==> config.mk <==
export PLATFORM = sky130hd
export DESIGN_NAME = ac_power_meter_readout
export DESIGN_NICKNAME = d
export VERILOG_FILES = /design/src/sv/apmr_pkg.sv /design/src/sv/ac_power_meter_readout.sv
export SDC_FILE = /design/constraint.sdc
export NUM_CORES = 2
export LEC_CHECK = 0
export ABC_AREA = 1
export BUFFER_PORTS_ARGS = -buffer_cell sky130_fd_sc_hd__buf_2
export CAP_MARGIN = 40
export CORE_ASPECT_RATIO = 1.2
export CORE_MARGIN = 8
export CORE_UTILIZATION = 25
export CTS_CLUSTER_DIAMETER = 60
export DETAILED_ROUTE_END_ITERATION = 8
export PLACE_DENSITY_LB_ADDON = 0.05
export SYNTH_ARGS = -nofsm -noshare
export SYNTH_HDL_FRONTEND = slang
export SYNTH_SLANG_ARGS = --single-unit
==> constraint.sdc <==
create_clock -name clk -period 21 [get_ports clk]
set_input_delay 3.15 -clock clk [delete_from_list [all_inputs] [get_ports clk]]
set_output_delay 3.15 -clock clk [all_outputs]
set_load 0.05 [all_outputs]
==> src/sv/apmr_pkg.sv <==
package apmr_pkg;

  // frame and result field widths
  localparam int FIELD_W    = 24;
  localparam int VAL_W      = 32;
  localparam int PF_W       = 17;

  // shared serial datapath
  localparam int ACC_W      = 56;
  localparam int MUL_B_W    = 32;
  localparam int MUL_STEPS  = 32;
  localparam int DIV_STEPS  = 56;
  localparam int CNT_W      = 6;

  // stream and configuration payloads
  localparam int IN_DATA_W  = 144;
  localparam int OUT_DATA_W = 152;
  localparam int CFG_IDX_W  = 3;
  localparam int CFG_DATA_W = 32;

  localparam logic [VAL_W-1:0]   MAX32       = 32'hFFFF_FFFF;
  localparam logic [PF_W-1:0]    MAX_PF      = 17'h1_FFFF;
  localparam logic [FIELD_W-1:0] COEF_RESET  = 24'h01_0000;
  localparam logic [MUL_B_W-1:0] UNITY_SCALE = 32'h0001_0000;

  // register indexes
  localparam logic [CFG_IDX_W-1:0] REG_VOLTAGE_COEF    = 3'd0;
  localparam logic [CFG_IDX_W-1:0] REG_CURRENT_COEF    = 3'd1;
  localparam logic [CFG_IDX_W-1:0] REG_USE_CALIBRATION = 3'd2;
  localparam logic [CFG_IDX_W-1:0] REG_VOLTAGE_REF     = 3'd3;
  localparam logic [CFG_IDX_W-1:0] REG_CURRENT_REF     = 3'd4;
  localparam logic [CFG_IDX_W-1:0] REG_POWER_REF       = 3'd5;

  // sequencer steps of one measure item
  localparam int STEP_W = 4;
  localparam logic [STEP_W-1:0] STEP_V_MUL   = 4'd0;
  localparam logic [STEP_W-1:0] STEP_V_DIV   = 4'd1;
  localparam logic [STEP_W-1:0] STEP_I_MUL   = 4'd2;
  localparam logic [STEP_W-1:0] STEP_I_DIV   = 4'd3;
  localparam logic [STEP_W-1:0] STEP_P_MUL   = 4'd4;
  localparam logic [STEP_W-1:0] STEP_P_SCALE = 4'd5;
  localparam logic [STEP_W-1:0] STEP_P_DIV   = 4'd6;
  localparam logic [STEP_W-1:0] STEP_S_MUL   = 4'd7;
  localparam logic [STEP_W-1:0] STEP_PF_DIV  = 4'd8;

endpackage

==> src/sv/ac_power_meter_readout.sv <==
// AC power meter readout
//
// Input stream: one decoded meter frame per transfer. in_tuser is the op bit
// (0 measure, 1 capture calibration periods), in_tdata the six 24-bit words.
// Output stream: one result per measure frame, nothing for a capture frame.
// Configuration: cfg_valid/cfg_ready write channel, always ready, one
// register per transfer; writes are expected only while the block is idle.
//
// A capture frame only stores its three periods. A measure frame runs nine
// steps on one shared bit-serial unit: five shift-add multiplies and four
// restoring divides, each step opened by a setup state, and the result is
// registered once the last divide has ended and the output register is free.
// The sequencer handles one frame at a time; in_tready is high only while it
// idles, so no measure frame is taken before the sequencer is through with the last.
// The result sits in an output register: the next frame is taken while it
// waits, and a stalled receiver only holds the sequencer at its last step.
// Synchronous reset clears the sequencer, the output valid, the captured
// periods and the configuration registers to their defaults.
module ac_power_meter_readout (
  input  logic                              clk,
  input  logic                              rst_n,
  // input stream
  input  logic                              in_tvalid,
  output logic                              in_tready,
  // voltage_param, voltage_period, current_param, current_period,
  // power_param, power_period
  input  logic [apmr_pkg::IN_DATA_W-1:0]    in_tdata,
  // op
  input  logic                              in_tuser,
  // output stream
  output logic                              out_tvalid,
  input  logic                              out_tready,
  // voltage, current, active_power, apparent_power, power_factor, zero pad
  output logic [apmr_pkg::OUT_DATA_W-1:0]   out_tdata,
  // zero_divisor
  output logic                              out_tuser,
  // configuration writes
  input  logic                              cfg_valid,
  output logic                              cfg_ready,
  input  logic [apmr_pkg::CFG_IDX_W-1:0]    cfg_index,
  input  logic [apmr_pkg::CFG_DATA_W-1:0]   cfg_data
);
  import apmr_pkg::*;

  localparam logic [2:0] S_IDLE  = 3'd0;
  localparam logic [2:0] S_SETUP = 3'd1;
  localparam logic [2:0] S_MUL   = 3'd2;
  localparam logic [2:0] S_DIV   = 3'd3;
  localparam logic [2:0] S_DONE  = 3'd4;

  // control state
  logic [2:0]         state_r, state_nxt;
  logic [STEP_W-1:0]  step_r, step_nxt;
  logic [CNT_W-1:0]   cnt_r, cnt_nxt;
  logic               out_valid_r, out_valid_nxt;

  // configuration and captured periods
  logic [FIELD_W-1:0] vcoef_r, icoef_r;
  logic               use_cal_r;
  logic [VAL_W-1:0]   vref_r, iref_r, pref_r;
  logic [FIELD_W-1:0] cal_v_r, cal_i_r, cal_p_r;

  // frame words
  logic [FIELD_W-1:0] vpar_r, vper_r, ipar_r, iper_r, ppar_r, pper_r;

  // serial unit
  logic [ACC_W-1:0]   hi_r, hi_nxt;
  logic [MUL_B_W-1:0] lo_r, lo_nxt;
  logic [ACC_W-1:0]   mcand_r, mcand_nxt;
  logic [ACC_W-1:0]   num_r, num_nxt;
  logic [VAL_W-1:0]   rem_r, rem_nxt;
  logic [VAL_W-1:0]   den_r, den_nxt;
  logic [VAL_W-1:0]   q_r, q_nxt;
  logic               over_r, over_nxt;

  // intermediate results
  logic [VAL_W-1:0]   v_r, v_nxt, i_r, i_nxt, p_r, p_nxt, s_r, s_nxt;
  logic [PF_W-1:0]    pf_r, pf_nxt;
  logic [OUT_DATA_W-1:0] out_data_r, out_data_nxt;
  logic               out_zero_r, out_zero_nxt;

  logic               in_xfer;
  logic               step_is_mul;
  logic [ACC_W-1:0]   op_a;
  logic [MUL_B_W-1:0] op_b;
  logic [ACC_W-1:0]   op_num;
  logic [VAL_W-1:0]   op_den;
  logic [VAL_W-1:0]   s_sat;
  logic [ACC_W:0]     mul_sum;
  logic [VAL_W:0]     rem_sh, rem_diff;
  logic               div_ge;
  logic [VAL_W-1:0]   q_step;
  logic               over_step;
  logic [VAL_W-1:0]   quo32;
  logic [PF_W-1:0]    quo_pf;

  assign in_tready  = (state_r == S_IDLE);
  assign in_xfer    = in_tvalid && in_tready;
  assign cfg_ready  = 1'b1;
  assign out_tvalid = out_valid_r;
  assign out_tdata  = out_data_r;
  assign out_tuser  = out_zero_r;

  // apparent power from the product register: bits 63..16, saturated
  assign s_sat = (hi_r[31:16] != 16'd0) ? MAX32 : {hi_r[15:0], lo_r[31:16]};

  // operand selection for the step about to start
  always_comb begin
    step_is_mul = 1'b0;
    op_a   = '0;
    op_b   = '0;
    op_num = '0;
    op_den = '0;
    case (step_r)
      STEP_V_MUL: begin
        step_is_mul = 1'b1;
        op_a = use_cal_r ? {24'd0, vref_r} : {32'd0, vpar_r};
        op_b = use_cal_r ? {8'd0, cal_v_r} : {8'd0, vcoef_r};
      end
      STEP_I_MUL: begin
        step_is_mul = 1'b1;
        op_a = use_cal_r ? {24'd0, iref_r} : {32'd0, ipar_r};
        op_b = use_cal_r ? {8'd0, cal_i_r} : {8'd0, icoef_r};
      end
      STEP_P_MUL: begin
        step_is_mul = 1'b1;
        op_a = use_cal_r ? {24'd0, pref_r} : {32'd0, ppar_r};
        op_b = use_cal_r ? {8'd0, cal_p_r} : {8'd0, vcoef_r};
      end
      STEP_P_SCALE: begin
        // second factor of the power numerator; unity in calibrated mode
        step_is_mul = 1'b1;
        op_a = {hi_r[23:0], lo_r};
        op_b = use_cal_r ? UNITY_SCALE : {8'd0, icoef_r};
      end
      STEP_S_MUL: begin
        step_is_mul = 1'b1;
        op_a = {24'd0, v_r};
        op_b = i_r;
      end
      STEP_V_DIV: begin
        op_num = {hi_r[23:0], lo_r};
        op_den = {8'd0, vper_r};
      end
      STEP_I_DIV: begin
        op_num = {hi_r[23:0], lo_r};
        op_den = {8'd0, iper_r};
      end
      STEP_P_DIV: begin
        // dividing by period * 65536 is dropping 16 product bits first
        op_num = {hi_r[39:0], lo_r[31:16]};
        op_den = {8'd0, pper_r};
      end
      STEP_PF_DIV: begin
        op_num = {8'd0, p_r, 16'd0};
        op_den = s_sat;
      end
      default: begin
        step_is_mul = 1'b0;
      end
    endcase
  end

  // one shift-add multiply bit and one restoring divide bit
  always_comb begin
    mul_sum   = {1'b0, hi_r} + (lo_r[0] ? {1'b0, mcand_r} : {(ACC_W+1){1'b0}});
    rem_sh    = {rem_r, num_r[ACC_W-1]};
    rem_diff  = rem_sh - {1'b0, den_r};
    div_ge    = (rem_sh >= {1'b0, den_r});
    q_step    = {q_r[VAL_W-2:0], div_ge};
    over_step = over_r | q_r[VAL_W-1];
    quo32     = over_step ? MAX32 : q_step;
    quo_pf    = (over_step || (q_step[VAL_W-1:PF_W] != '0)) ? MAX_PF : q_step[PF_W-1:0];
  end

  // sequencer
  always_comb begin
    state_nxt     = state_r;
    step_nxt      = step_r;
    cnt_nxt       = cnt_r;
    out_valid_nxt = out_valid_r;
    hi_nxt        = hi_r;
    lo_nxt        = lo_r;
    mcand_nxt     = mcand_r;
    num_nxt       = num_r;
    rem_nxt       = rem_r;
    den_nxt       = den_r;
    q_nxt         = q_r;
    over_nxt      = over_r;
    v_nxt         = v_r;
    i_nxt         = i_r;
    p_nxt         = p_r;
    s_nxt         = s_r;
    pf_nxt        = pf_r;
    out_data_nxt  = out_data_r;
    out_zero_nxt  = out_zero_r;

    if (out_valid_r && out_tready) begin
      out_valid_nxt = 1'b0;
    end

    case (state_r)
      S_IDLE: begin
        if (in_xfer && !in_tuser) begin
          state_nxt = S_SETUP;
          step_nxt  = STEP_V_MUL;
        end
      end
      S_SETUP: begin
        cnt_nxt = '0;
        if (step_is_mul) begin
          mcand_nxt = op_a;
          lo_nxt    = op_b;
          hi_nxt    = '0;
          state_nxt = S_MUL;
        end else begin
          num_nxt   = op_num;
          den_nxt   = op_den;
          rem_nxt   = '0;
          q_nxt     = '0;
          over_nxt  = 1'b0;
          state_nxt = S_DIV;
          if (step_r == STEP_PF_DIV) begin
            s_nxt = s_sat;
          end
        end
      end
      S_MUL: begin
        hi_nxt  = mul_sum[ACC_W:1];
        lo_nxt  = {mul_sum[0], lo_r[MUL_B_W-1:1]};
        cnt_nxt = cnt_r + 1'b1;
        if (cnt_r == CNT_W'(MUL_STEPS - 1)) begin
          step_nxt  = step_r + 1'b1;
          state_nxt = S_SETUP;
        end
      end
      S_DIV: begin
        num_nxt  = {num_r[ACC_W-2:0], 1'b0};
        rem_nxt  = div_ge ? rem_diff[VAL_W-1:0] : rem_sh[VAL_W-1:0];
        q_nxt    = q_step;
        over_nxt = over_step;
        cnt_nxt  = cnt_r + 1'b1;
        if (cnt_r == CNT_W'(DIV_STEPS - 1)) begin
          step_nxt  = step_r + 1'b1;
          state_nxt = S_SETUP;
          case (step_r)
            STEP_V_DIV: v_nxt = quo32;
            STEP_I_DIV: i_nxt = quo32;
            STEP_P_DIV: p_nxt = quo32;
            STEP_PF_DIV: begin
              pf_nxt    = quo_pf;
              state_nxt = S_DONE;
            end
            default: v_nxt = v_r;
          endcase
        end
      end
      S_DONE: begin
        // wait for the output register to be free
        if (!out_valid_r || out_tready) begin
          out_valid_nxt = 1'b1;
          out_data_nxt  = {7'd0, pf_r, s_r, p_r, i_r, v_r};
          out_zero_nxt  = (vper_r == '0) || (iper_r == '0) || (pper_r == '0)
                          || (s_r == '0);
          state_nxt     = S_IDLE;
        end
      end
      default: begin
        state_nxt = S_IDLE;
      end
    endcase
  end

  // control registers, configuration and captured periods
  always_ff @(posedge clk) begin
    if (!rst_n) begin
      state_r     <= S_IDLE;
      step_r      <= STEP_V_MUL;
      cnt_r       <= '0;
      out_valid_r <= 1'b0;
      vcoef_r     <= COEF_RESET;
      icoef_r     <= COEF_RESET;
      use_cal_r   <= 1'b0;
      vref_r      <= '0;
      iref_r      <= '0;
      pref_r      <= '0;
      cal_v_r     <= '0;
      cal_i_r     <= '0;
      cal_p_r     <= '0;
    end else begin
      state_r     <= state_nxt;
      step_r      <= step_nxt;
      cnt_r       <= cnt_nxt;
      out_valid_r <= out_valid_nxt;
      if (cfg_valid && cfg_ready) begin
        case (cfg_index)
          REG_VOLTAGE_COEF:    vcoef_r   <= cfg_data[FIELD_W-1:0];
          REG_CURRENT_COEF:    icoef_r   <= cfg_data[FIELD_W-1:0];
          REG_USE_CALIBRATION: use_cal_r <= cfg_data[0];
          REG_VOLTAGE_REF:     vref_r    <= cfg_data;
          REG_CURRENT_REF:     iref_r    <= cfg_data;
          REG_POWER_REF:       pref_r    <= cfg_data;
          default:             use_cal_r <= use_cal_r;
        endcase
      end
      if (in_xfer && in_tuser) begin
        cal_v_r <= in_tdata[47:24];
        cal_i_r <= in_tdata[95:72];
        cal_p_r <= in_tdata[143:120];
      end
    end
  end

  // payload registers
  always_ff @(posedge clk) begin
    if (in_xfer) begin
      vpar_r <= in_tdata[23:0];
      vper_r <= in_tdata[47:24];
      ipar_r <= in_tdata[71:48];
      iper_r <= in_tdata[95:72];
      ppar_r <= in_tdata[119:96];
      pper_r <= in_tdata[143:120];
    end
    hi_r       <= hi_nxt;
    lo_r       <= lo_nxt;
    mcand_r    <= mcand_nxt;
    num_r      <= num_nxt;
    rem_r      <= rem_nxt;
    den_r      <= den_nxt;
    q_r        <= q_nxt;
    over_r     <= over_nxt;
    v_r        <= v_nxt;
    i_r        <= i_nxt;
    p_r        <= p_nxt;
    s_r        <= s_nxt;
    pf_r       <= pf_nxt;
    out_data_r <= out_data_nxt;
    out_zero_r <= out_zero_nxt;
  end

  // a measure frame starts the sequence at its first step
  a_measure_start: assert property (@(posedge clk) disable iff (!rst_n)
    in_xfer && !in_tuser |=> state_r == S_SETUP && step_r == STEP_V_MUL)
    else $error("measure frame did not start the sequencer");

  // a capture frame stores the voltage and power periods and leaves the sequencer idle
  a_capture: assert property (@(posedge clk) disable iff (!rst_n)
    in_xfer && in_tuser |=> state_r == S_IDLE && cal_v_r == $past(in_tdata[47:24])
      && cal_p_r == $past(in_tdata[143:120]))
    else $error("calibration periods not captured");

  // multiply iterations only run on multiply steps
  a_mul_step: assert property (@(posedge clk) disable iff (!rst_n)
    state_r == S_MUL |-> (step_r == STEP_V_MUL || step_r == STEP_I_MUL
      || step_r == STEP_P_MUL || step_r == STEP_P_SCALE || step_r == STEP_S_MUL))
    else $error("multiply running on a divide step");

  // a result appears only out of the final state
  a_result_src: assert property (@(posedge clk) disable iff (!rst_n)
    $rose(out_valid_r) |-> $past(state_r) == S_DONE)
    else $error("result raised outside the final state");

endmodule

# Word-level counts from Yosys, hierarchy flattened
# Cells that the tools add are included.
[word_totals]
in_bits = 185
word_cells = 153
regBits = 963
[op_classes]
n_bitwise = 2
n_reduce_logical = 45
eq_ne = 25
mux = 42
n_lt_le_gt_ge = 1
addsub = 4
[ops]
columns = ["cell", "count"]
rows = [
  ["$pmux 56 s5", 1],
  ["$mux 32", 8],
  ["$pmux 56 s2", 2],
  ["$pmux 32 s2", 3],
  ["$mux 56", 3],
  ["$pmux 56 s3", 1],
  ["$pmux 32 s5", 1],
  ["$pmux 32 s4", 1],
  ["$mux 24", 4],
  ["$logic_not 24->1", 3],
  ["$add 56x56->57", 1],
  ["$ge 33x32->1", 1],
  ["$logic_not 32->1", 1],
  ["$sub 32x32->32", 1],
  ["$reduce_and 2->1", 11],
  ["$eq 4x3->1 const B", 4],
  ["$reduce_bool 16->1", 1],
  ["$mux 3", 5],
  ["$pmux 3 s5", 1],
  ["$reduce_and 3->1", 5],
  ["$reduce_bool 15->1", 1],
  ["$eq 3x2->1 const B", 4],
  ["$mux 4", 3],
  ["$pmux 4 s3", 1],
  ["26 further kinds", 52],
]

# Longest topological paths before layout
[logic_depth]
word_depth = 5
depth_mapped = 18
ltp_nobuf = 16

# Worst setup path before layout
# No wires, ideal clock.
[synth_timing]
path_type = "input port to flip-flop"
startpoint = "input port out_tready"
endpoint = "register out_data_r[0] (netlist: out_tdata[0]), enable pin"
cell_stages = 2
t_required_ns = 20.347
arrival_ns = 9.234
n_path_buf = 0
setup_time_ns = 0.653
path_slack_ns = 11.113
path_cell_list = "nor2_1 > nor2_1"
[synth_between]
elab_chain_cells = 2
[synth_lines]
columns = ["item", "line_no", "rtl"]
rows = [
  ["start, declared", "ac_power_meter_readout.sv:32", "input logic out_tready,"],
  ["$logic_or 1x1->1", "ac_power_meter_readout.sv:260", "if (!out_valid_r || out_tready) begin"],
  ["$reduce_and 2->1 (no line)", "n/a", ""],
  ["end signal, assigned", "ac_power_meter_readout.sv:337", "out_data_r <= out_data_nxt;"],
  ["end, declared", "ac_power_meter_readout.sv:79", "logic [OUT_DATA_W-1:0] out_data_r, out_data_nxt;"],
]
# No other way between the ends.
# A chain may end at the register's enable or synchronous reset.

# Worst setup path after layout
[layout_timing]
startpoint = "register state_r[2]"
endpoint = "output port in_tready"
[layout_between]
elab_chain_cells = 1
[layout_lines]
columns = ["item", "line_no", "rtl"]
rows = [
  ["start, declared", "ac_power_meter_readout.sv:52", "logic [2:0] state_r, state_nxt;"],
  ["start signal, assigned", "ac_power_meter_readout.sv:291", "state_r <= state_nxt;"],
  ["$logic_not 3->1", "ac_power_meter_readout.sv:97", "assign in_tready = (state_r == S_IDLE);"],
  ["end, declared", "ac_power_meter_readout.sv:24", "output logic in_tready,"],
]
# No other way between the ends.

==> out/summary.txt <==
Initial antenna violation count -> 22
Fin. Hold Viols -> 0
Post-Syn Area -> 45,100 um^2
Residual DRC -> 0
Core Area -> 180,000 um^2
Hold_buf cts -> 0
Gp weighted congestion -> 0.864
Detail Route Antenna Nets -> 0
DIE AREA -> 194,000 um^2
DR vias/cell -> 4.53
Top_reg_cell synth -> edfxtp_1
Max Slew Vio Count -> 0
WP buf/inv -> 2
#FFs+latches synth -> 963
PnR worst setup slack -> 15.79 ns
WP data required -> 17.85 ns
DIE HEIGHT -> 482 um
Met3 Wirelength -> 7.92 mm
Cell Rows -> 171
First-pass detailed-route iteration total -> 5
Synth Area per Inst -> 9.01 um^2
Worst Max-Slew Pin Slew -> 1.01 ns
Final net count -> 5,618
Max_cap viols -> 0
Number of synthesized flops with an enable pin -> 732
Initial core utilization -> 25.1%
Post-place setup slack -> 15.42 ns
Post-CTS setup buffer count -> 0
Vias in the first global route -> 35,481
Status -> completed
DPL Wire Length -> 145 mm
Placed Cells -> 7,642
Cells along the critical path -> nor2_1 -> nand2_1 -> inv_1 -> buf_2
Clk slew on worst S/H paths -> 0.06 ns
Slew headroom -> 32.8%
Synth cell types -> 56
CTS max path bufs -> 3
CP max stage delay -> 0.40 ns
Top-Level Pins -> 341
Total wire length -> 191 mm
Commonest non-fill, non-tap cell in the layout -> nand2_1
Routed met1 length -> 90.8 mm
Min-Delay Path Class -> reg -> reg
Worst clock skew -> 0.0469 ns
Share of cells above drive strength 1 -> 12.6%
Post-CTS sizing -> 0
Sequential fraction of the synthesis area -> 58.9%
Worst-path maximum fanout -> 3
Setup violators final -> 0
Area leader, netlist -> edfxtp_1
Hold_ws -> 0.417 ns
Setup TNS Final -> 0 ns
GRT Total Usage -> 19.0%
Most frequent cells in the layout -> 1,263 x nand2_1, 732 x edfxtp_1, 653 x inv_1
Pwr Density -> 110 nW/um^2
Synth Instances -> 5,009
First-pass GRT wire length -> 267 mm
Grt ovf -> 0
Top sig layer -> met5
Leakage -> 21.7 nW
Area delta synth->final -> 19.1%
Share of the synthesized area in the top cell type -> 48.7%
Worst setup SP type -> register
Largest net degree at the start of global routing -> 112
Critical path's top delay family -> simple AND/OR/NAND/NOR gates
Warnings, synthesis -> 0
Finished Layout Cells -> 7,867
CTS Buf Count -> 116
Ranking of synthesized cells by area -> edfxtp_1 49%, nand2_1 11%, dfxtp_1 10%, inv_1 5.5%, nor2_1 5.2%
Slowest CP cell -> nand2_1
Peak supply drop -> 0.0000703 V
Clock latency on the worst-skew pair -> 0.77 ns
Sink Count -> 963
WS Path Type -> reg -> out
H-tree Lvls -> 3
Wire length per cell -> 24.3 um
Drt initial violations -> 2,678
Routed via count -> 35,620
CTS Root Cell -> clkbuf_16
Synth async-reset ratio -> 0%
Max Freq -> 192 MHz
Crit. End Element -> primary output
Die span in x -> 404 um
Final min period -> 5.21 ns
RSZ-0062 raised after global routing -> false
Met2 Wirelength -> 88.4 mm
CTS tree -> built
Pwr Total -> 0.00589 W
Final cycle utilization of the critical path -> 24.8%
WP data arrival -> 2.06 ns
IO Port Bufs -> 332
## state kept, by name, summed over array words and instances, names as in the netlist, 32 cells and up
name and count:
den_r 32, hi_r 56, i_r 32, iref_r 32, lo_r 32, mcand_r 56, num_r 56, out_tdata 145
p_r 32, pref_r 32, q_r 32, rem_r 32, s_r 32, v_r 32, vref_r 32
## logic make-up (layout without fill, tap and decap cells)
family | Yosys count | count (layout) | synth area share [%]
XOR/XNOR | 19 | 19 | 0.369
AO/OA/AOI/OAI | 877 | 877 | 10.9
other | 2 | 16 | 0.0166
AND/OR/NAND/NOR | 2179 | 2179 | 19.6
flip-flops | 963 | 963 | 58.9
adder cells (fa/ha/maj) | 95 | 95 | 2.67
buffers and inverters | 874 | 1296 | 7.53
## final cells by class
| class | instances | area [um^2] |
|---|---|---|
| timing repair buffer | 410 | 2470 |
| multi-input combinational | 3178 | 15300 |
| inverter | 669 | 2520 |
| tap | 2422 | 3030 |
| sequential | 963 | 26600 |
| antenna | 8 | 20.0 |
| clock buffer | 145 | 3170 |
| clock inverter | 72 | 642 |
| fill | 19379 | 126000 |
## report_power, final
group / switching, W / internal [W]
clock network: 0.000890 / 0.00114
logic: 0.00108 / 0.000362
registers: 0.000117 / 0.00230
total: 0.00209 / 0.00381
## through the flow
step / cell area [um^2] / util [%]
floorplan: 45200 / -
global placement: 49600 / 27.5
detailed placement: 49900 / 27.7
CTS: 53700 / 29.8
global route: 53700 / 29.8
finish: 53800 / 29.8
## per-layer routing
metal | vias up | track usage, %
met1 | 17293 | 26.6
met5 | - | 0
li1 | 17265 | -
met3 | 174 | 2.47
met4 | 6 | 4.80
met2 | 882 | 31.0
## final timing paths
path / from / endpoint / slack (ns) / cells after the start
worst min register to register: pf_r[7] / out_tdata[135] / 0.42 / 0
worst min-delay path: pf_r[7] / out_tdata[135] / 0.42 / 0
worst max-delay path: state_r[2] / in_tready / 15.79 / 4
worst max register to register: step_r[3] / q_r[4] / 16.76 / 12
## worst reg2reg max path, cell delays in order, from the launching register on
cell,delay [ns]
dfxtp_1,0.33
inv_1,0.08
nand2_1,0.28
inv_1,0.17
nand2_4,0.08
buf_4,0.60
nand2_1,0.20
nor3_1,0.54
nand2_1,0.22
nand2_4,0.38
buf_16,0.30
buf_4,0.37
buf_16,0.30
## Yosys cell counts, drive strengths merged (2+ instances only)
library cell,number
edfxtp,732
o221ai,9
nand2,1275
a31oi,2
xnor2,2
a2111o,22
o22ai,23
o21a,6
a21oi,284
clkbuf,139
inv,667
o2111ai,17
o21bai,11
a22o,2
nand3,117
o211ai,2
nand3b,27
a22oi,17
clkinv,2
nor3,24
or2,26
nor3b,2
buf,66
conb,2
a221oi,40
xor2,17
ha,93
nor4,28
nand4,29
o21ai,439
nor2,642
fa,2
and2,7
dfxtp,231
Note: power is estimated with default switching activity, not from simulation.
